File: src/design/pi_tracking_loop_filter_macros.svh
// ----------------------------------------------------------------------------
// PI tracking loop filter assertion macros
// Concurrent check wrappers on clk with synchronous active-low rst_n.
// ----------------------------------------------------------------------------
`ifndef PI_TRACKING_LOOP_FILTER_MACROS_SVH
`define PI_TRACKING_LOOP_FILTER_MACROS_SVH
`ifndef SYNTHESIS
// same-cycle implication
`define PITLF_ASSERT_IMP(label, ante, cons, msg) \
  label: assert property (@(posedge clk) disable iff (!rst_n) (ante) |-> (cons)) \
    else $error(msg);
// next-cycle implication
`define PITLF_ASSERT_NXT(label, ante, cons, msg) \
  label: assert property (@(posedge clk) disable iff (!rst_n) (ante) |=> (cons)) \
    else $error(msg);
`else
`define PITLF_ASSERT_IMP(label, ante, cons, msg)
`define PITLF_ASSERT_NXT(label, ante, cons, msg)
`endif
`endif

File: src/design/pitlf_pkg.sv
// ----------------------------------------------------------------------------
// pitlf_pkg
// Types, codes and saturation helpers for the PI tracking loop filter.
// ----------------------------------------------------------------------------
package pitlf_pkg;

  localparam int CFG_IDX_W = 2;

  typedef enum logic [CFG_IDX_W-1:0] {
    CFG_PROP_GAIN  = 2'd0,
    CFG_INTEG_GAIN = 2'd1,
    CFG_TIME_STEP  = 2'd2
  } cfg_idx_t;

  localparam logic [31:0] PROP_GAIN_RST  = 32'h0001_0000;
  localparam logic [31:0] INTEG_GAIN_RST = 32'h0000_0000;
  localparam logic [31:0] TIME_STEP_RST  = 32'd4294967;

  localparam logic [47:0] S48_MAX = 48'h7FFF_FFFF_FFFF;
  localparam logic [47:0] S48_MIN = 48'h8000_0000_0000;

  // fraction bits dropped after each product
  localparam int SH_P    = 16;
  localparam int SH_I    = 48;
  localparam int SH_STEP = 32;

  // word offset of a partial product inside the accumulator
  typedef enum logic [1:0] {
    OFF_W0,
    OFF_W1,
    OFF_W2
  } mac_off_t;

  typedef struct packed {
    logic        issue;
    logic        first;
    mac_off_t    off;
    logic [31:0] a;
    logic [31:0] b;
  } mac_req_t;

  typedef struct packed {
    logic        sat;
    logic [47:0] val;
  } clip_t;

  typedef enum logic [4:0] {
    S_IDLE,
    S_ERR,
    S_SUM,
    S_P0,
    S_P1,
    S_I0,
    S_I1,
    S_I2,
    S_I3,
    S_VW,
    S_VS,
    S_VEL,
    S_ST0,
    S_ST1,
    S_SW,
    S_SR,
    S_POS
  } pitlf_state_t;

  // 49-bit two's complement sum down to 48 bits, clipped
  function automatic clip_t trim49(input logic [48:0] s);
    clip_t r;
    r.sat = s[48] ^ s[47];
    if (r.sat) begin
      r.val = s[48] ? S48_MIN : S48_MAX;
    end else begin
      r.val = s[47:0];
    end
    return r;
  endfunction

  // truncated product magnitude to signed 48 bits, clipped per sign
  function automatic clip_t mag_to_s48(input logic [127:0] mag, input logic neg);
    clip_t       r;
    logic [47:0] lim;
    logic [47:0] m;
    lim   = neg ? S48_MIN : S48_MAX;
    r.sat = (|mag[127:48]) || (mag[47:0] > lim);
    m     = r.sat ? lim : mag[47:0];
    r.val = neg ? (48'd0 - m) : m;
    return r;
  endfunction

endpackage

File: src/design/pitlf_mac.sv
// ----------------------------------------------------------------------------
// pitlf_mac
// Shared 32x32 multiplier with registered product and 128-bit accumulator.
// ----------------------------------------------------------------------------
module pitlf_mac import pitlf_pkg::*; (
  input  logic         clk,
  input  logic         rst_n,
  input  mac_req_t     req,
  output logic [63:0]  pp,
  output logic [127:0] acc
);

  logic         pp_vld_r;
  logic         pp_first_r;
  mac_off_t     pp_off_r;
  logic [63:0]  pp_r;
  logic [127:0] acc_r;
  logic [127:0] addend;
  logic [127:0] acc_nxt;

  always_ff @(posedge clk) begin
    if (!rst_n) begin
      pp_vld_r <= 1'b0;
    end else begin
      pp_vld_r <= req.issue;
    end
  end

  always_ff @(posedge clk) begin
    if (req.issue) begin
      pp_r       <= {32'd0, req.a} * {32'd0, req.b};
      pp_first_r <= req.first;
      pp_off_r   <= req.off;
    end
    if (pp_vld_r) begin
      acc_r <= acc_nxt;
    end
  end

  always_comb begin
    case (pp_off_r)
      OFF_W0:  addend = {64'd0, pp_r};
      OFF_W1:  addend = {32'd0, pp_r, 32'd0};
      OFF_W2:  addend = {pp_r, 64'd0};
      default: addend = '0;
    endcase
    acc_nxt = (pp_first_r ? 128'd0 : acc_r) + addend;
  end

  assign pp  = pp_r;
  assign acc = acc_r;

endmodule
File: config.mk
export PLATFORM = sky130hd
export DESIGN_NAME = pitlf_mac
export DESIGN_NICKNAME = d
export VERILOG_FILES = /design/src/design/pi_tracking_loop_filter_macros.svh /design/src/design/pitlf_pkg.sv /design/src/design/pitlf_mac.sv
export SDC_FILE = /design/constraint.sdc
export NUM_CORES = 2
export LEC_CHECK = 0
export BUFFER_PORTS_ARGS = -buffer_cell sky130_fd_sc_hd__buf_2
export CAP_MARGIN = 10
export CORE_MARGIN = 4
export CORE_UTILIZATION = 35
export CTS_BUF_LIST = sky130_fd_sc_hd__clkbuf_16
export DETAILED_ROUTE_END_ITERATION = 8
export GPL_TIMING_DRIVEN = 1
export PLACE_DENSITY = 0.54
export SYNTH_ARGS = -nofsm -noshare
export SYNTH_HDL_FRONTEND = slang
export SYNTH_SLANG_ARGS = --single-unit
File: constraint.sdc
create_clock -name clk -period 22.3 [get_ports clk]
set_clock_uncertainty 0.1 [all_clocks]
set_input_delay 1.115 -clock clk [delete_from_list [all_inputs] [get_ports clk]]
set_output_delay 1.115 -clock clk [all_outputs]
set_load 0.05 [all_outputs]
==> results.txt <==
The flow ran to the end, and the final reports show no timing, DRC or antenna violations. The logs give 196 for the sink count of the clock tree and 3,262 for the violation count after the first detailed-route iteration. In the final routed layout, each cell accounts on average for 23.8 um. In this run the clock root is driven by a sky130_fd_sc_hd__clkbuf_16. After detailed routing, the total wire length is 179,000 um. The run gives 24.0% as the total routing resource utilization after global routing. The most numerous cell type found on the critical path is sky130_fd_sc_hd__fa_1. At the pin with the least slew margin, the transition time is 1200 ps.

The worst-path maximum fanout is 32, and the summed instance area of the synthesized netlist is 0.0500 sq mm. Entering global routing, the biggest net connects 73 pins. The tools report the final core utilization as 37.6%.

In this run the most used layer during global routing was met2. Critical path's largest stage delay: 1020 ps. For this run, design rule violations remaining after detail routing come to 0. Across all register-to-register paths, the minimum setup slack is 15,910 ps. Most area-hungry cell type in the Yosys netlist: sky130_fd_sc_hd__fa_1.

After synthesis, the most frequently instantiated cells are sky130_fd_sc_hd__inv_1 (922), sky130_fd_sc_hd__fa_1 (897), sky130_fd_sc_hd__and2_1 (656). The core region is 0.142 sq mm. In this run the remaining antenna-violating nets after routing total 0. At the worst endpoint, the required time is 22,400 ps. The quantity of I/O buffers inserted on ports is 261.

The logs give 12,610 ps for the worst slack after detailed placement and 11 for the number of antenna violations at the first check in global routing. The signal on the critical path passes through buf_2 -> and2_1 -> fa_1 -> fa_1 -> fa_1 -> inv_1 -> fa_1 -> inv_1 -> fa_1 -> fa_1 -> fa_1 -> inv_1 -> fa_1 -> inv_1 -> ha_1 -> nand4_1 -> nor2b_1 -> a22oi_1 -> a2111oi_1 -> nor4_1 -> o21ai_1 -> nand2_1 -> o41ai_1 -> xor2_1. The top cell type by area accounts for 35.9% of the synthesized area. On the critical path, the stage with the largest delay is an instance of sky130_fd_sc_hd__a2111oi_1. The synthesized design contains 195 enable-type register cells. The critical path launch point is req[45]. The worst setup path is captured at a register. For the worst setup path, the data arrival time is 9310 ps. The met2 usage in global routing was 39.2%. The startpoint identified for the worst register-to-register timing path is pp_first_r. In the global route stage, met3 resource usage came out at 3.77%. In the post-synthesis netlist, the cell with the most instances is sky130_fd_sc_hd__inv_1. Max-cap violations in this run came to 0. The path class of the tightest hold or removal check is reg2reg.

For the met1 usage, the log shows 33.2%. The post-CTS setup buffer count was 0. The tools report the count of placed standard cells including taps as 7,454. Dividing the detail-routed via count by the number of cells gives 5.28. Final instance count without filler cells: 7,492. The run gives 0 as the hold violation count in the final report.

Post-cts gate resize count: 0. The global-route wire length before repair is 268,000 um, and the number of global-route vias before repair is 41,500. Hold repair after CTS inserted 0 buffers. After synthesis the netlist holds a flip-flop and latch count of 196.

A synthesized cell averages 8.94 sq um. Final period utilization: 41.3%. In this run the most critical hold path is launched from acc[0]. The logic depth of the worst register-to-register path is 15, and the register clock-pin slew on the reported worst setup and hold paths is 80 ps. The clock reaches the later pin of the worst-skew pair after 470 ps.

The number of I/O pins is 262. The die is 386 um tall. By area the synthesized netlist is led by sky130_fd_sc_hd__fa_1 (36%), sky130_fd_sc_hd__edfxtp_1 (12%), sky130_fd_sc_hd__ha_1 (9.8%). Type of the setup path with the least slack: in2reg.

Headroom to the max-slew limit came out at 17.7%. The number of slew-limit violations in the final report came out at 0. For this run, the number of Yosys warnings is 0. The floorplan step set the die width to 386 um.

Setup repair after global routing left no endpoint under its margin. For the deepest level of the CTS H-tree, the log shows 4. Detailed placement finished with a half-perimeter wire length of 141,000 um. Detailed routing inserted a total of 39,600 vias. The logs give 0 for the final global-route overflow total and 13,090 ps for the worst path setup slack after routing. Counting flops with an async set or reset pin after synthesis yields a share of 0%. Setup violations remaining at the end of the flow were counted as 0.

Primary flip-flop cell chosen by synthesis mapping: sky130_fd_sc_hd__edfxtp_1. Timing would allow up to 109 MHz. For this run, the register share of the synthesized area comes to 11.8%.

The minimum clock period was 9210 ps; the clock buffer count from CTS was 17. The tools report the final estimated routing congestion in global placement as 0.948. Row generation in the floorplan step produced 138 rows. The first detailed-routing pass took 5 iterations. TritonCTS built the clock tree. The die covers 0.149 sq mm. The tools report the initial core utilization as 35.3%. Fraction of layout instances using a drive strength above 1: 6.27%. Counting distinct cell types in the post-synthesis netlist gives 80. The worst setup path is launched from an input port.

Deepest clock path buffer count: 2. Signed area change from the synthesized netlist to the final layout: 6.65%. Terminus of the critical flop-to-flop path: acc[98].

The total negative setup slack came out at 0 ps. The net count of the finished layout is 6,940. The number of nets in the synthesized netlist was 6,947. The capturing element of the worst setup path is pp[62].

The cell count after synthesis came out at 5,590.
## layout make-up
cell class	count	area, sq um
inverters	923	3460
flip-flops and latches	196	5880
repair buffers	290	1530
multi-input cells	4155	39500
well taps	1890	2360
diodes	6	15.0
clock inverters	15	169
clock buffers	17	425
fillers	14500	88400
## cells by family after synthesis
family / Yosys count / share of synthesized area (%)
buffers and inverters: 1239 / 9.32
adders and majority gates: 1287 / 45.7
xor gates and xnor gates: 183 / 3.21
and+or+nand+nor: 1822 / 18.8
muxes: 33 / 0.661
DFF: 196 / 11.8
AOI/OAI and AO/OA: 830 / 10.6
## worst min-delay path by stage
stage	to	slack (ps)	cells past startpoint
after floorplan	acc[0]	790	3
after global placement	acc[0]	650	2
after detailed placement	acc[127]	660	3
after CTS	acc[127]	680	3
after global routing	pp_off_r[1]	700	1
final	acc[0]	670	2
## metal layers
metal	share of wire, %	routed length [um]
met5	0.0073	13
met4	2.7	4870
met3	7.3	13000
met2	46	81800
met1	44	78900
## critical path, delay by kind of cell
| kind | cells | cell delay, ps |
|---|---|---|
| xor gates and xnor gates | 1 | 130 |
| adders and majority gates | 9 | 4330 |
| AOI/OAI and AO/OA | 4 | 1820 |
| buffers and inverters | 5 | 860 |
| and+or+nand+nor | 5 | 1020 |
## metrics by stage
stage | hold slack [ps] | instance area, sq um
after floorplan | 787 | 50000
after global placement | 648 | 52700
after detailed placement | 656 | 52700
after CTS | 685 | 53300
after global routing | 698 | 53300
final | 671 | 53300
## cells in the final DEF, fill, tap and decap left out, types with 14 or more instances in the layout
cell type / count
sky130_fd_sc_hd__xor2_1: 62
sky130_fd_sc_hd__nor2b_1: 144
sky130_fd_sc_hd__o21bai_1: 77
sky130_fd_sc_hd__edfxtp_1: 195
sky130_fd_sc_hd__nor2_1: 175
sky130_fd_sc_hd__a21oi_1: 289
sky130_fd_sc_hd__o21ai_0: 130
sky130_fd_sc_hd__nand2b_1: 17
sky130_fd_sc_hd__and3_1: 20
sky130_fd_sc_hd__o21a_1: 17
sky130_fd_sc_hd__buf_4: 30
sky130_fd_sc_hd__clkbuf_16: 17
sky130_fd_sc_hd__ha_1: 390
sky130_fd_sc_hd__nor3_1: 32
sky130_fd_sc_hd__nand2_1: 612
sky130_fd_sc_hd__nand4_1: 82
sky130_fd_sc_hd__nand3_1: 34
sky130_fd_sc_hd__mux2i_1: 33
sky130_fd_sc_hd__a31oi_1: 33
sky130_fd_sc_hd__xnor2_1: 121
sky130_fd_sc_hd__fa_1: 897
sky130_fd_sc_hd__o21ai_1: 30
sky130_fd_sc_hd__and2_1: 656
sky130_fd_sc_hd__a21o_1: 105
sky130_fd_sc_hd__o31ai_1: 14
sky130_fd_sc_hd__buf_2: 260
sky130_fd_sc_hd__a22o_1: 34
sky130_fd_sc_hd__inv_1: 923
## registers in the layout (all words and copies together) (netlist names)
name and cells:
acc 128, pp 64, pp_first_r 1, pp_off_r 2, pp_vld_r 1
Power is not shown: default switching activity piles up to over one toggle a cycle in this logic, so the estimate is an artifact.
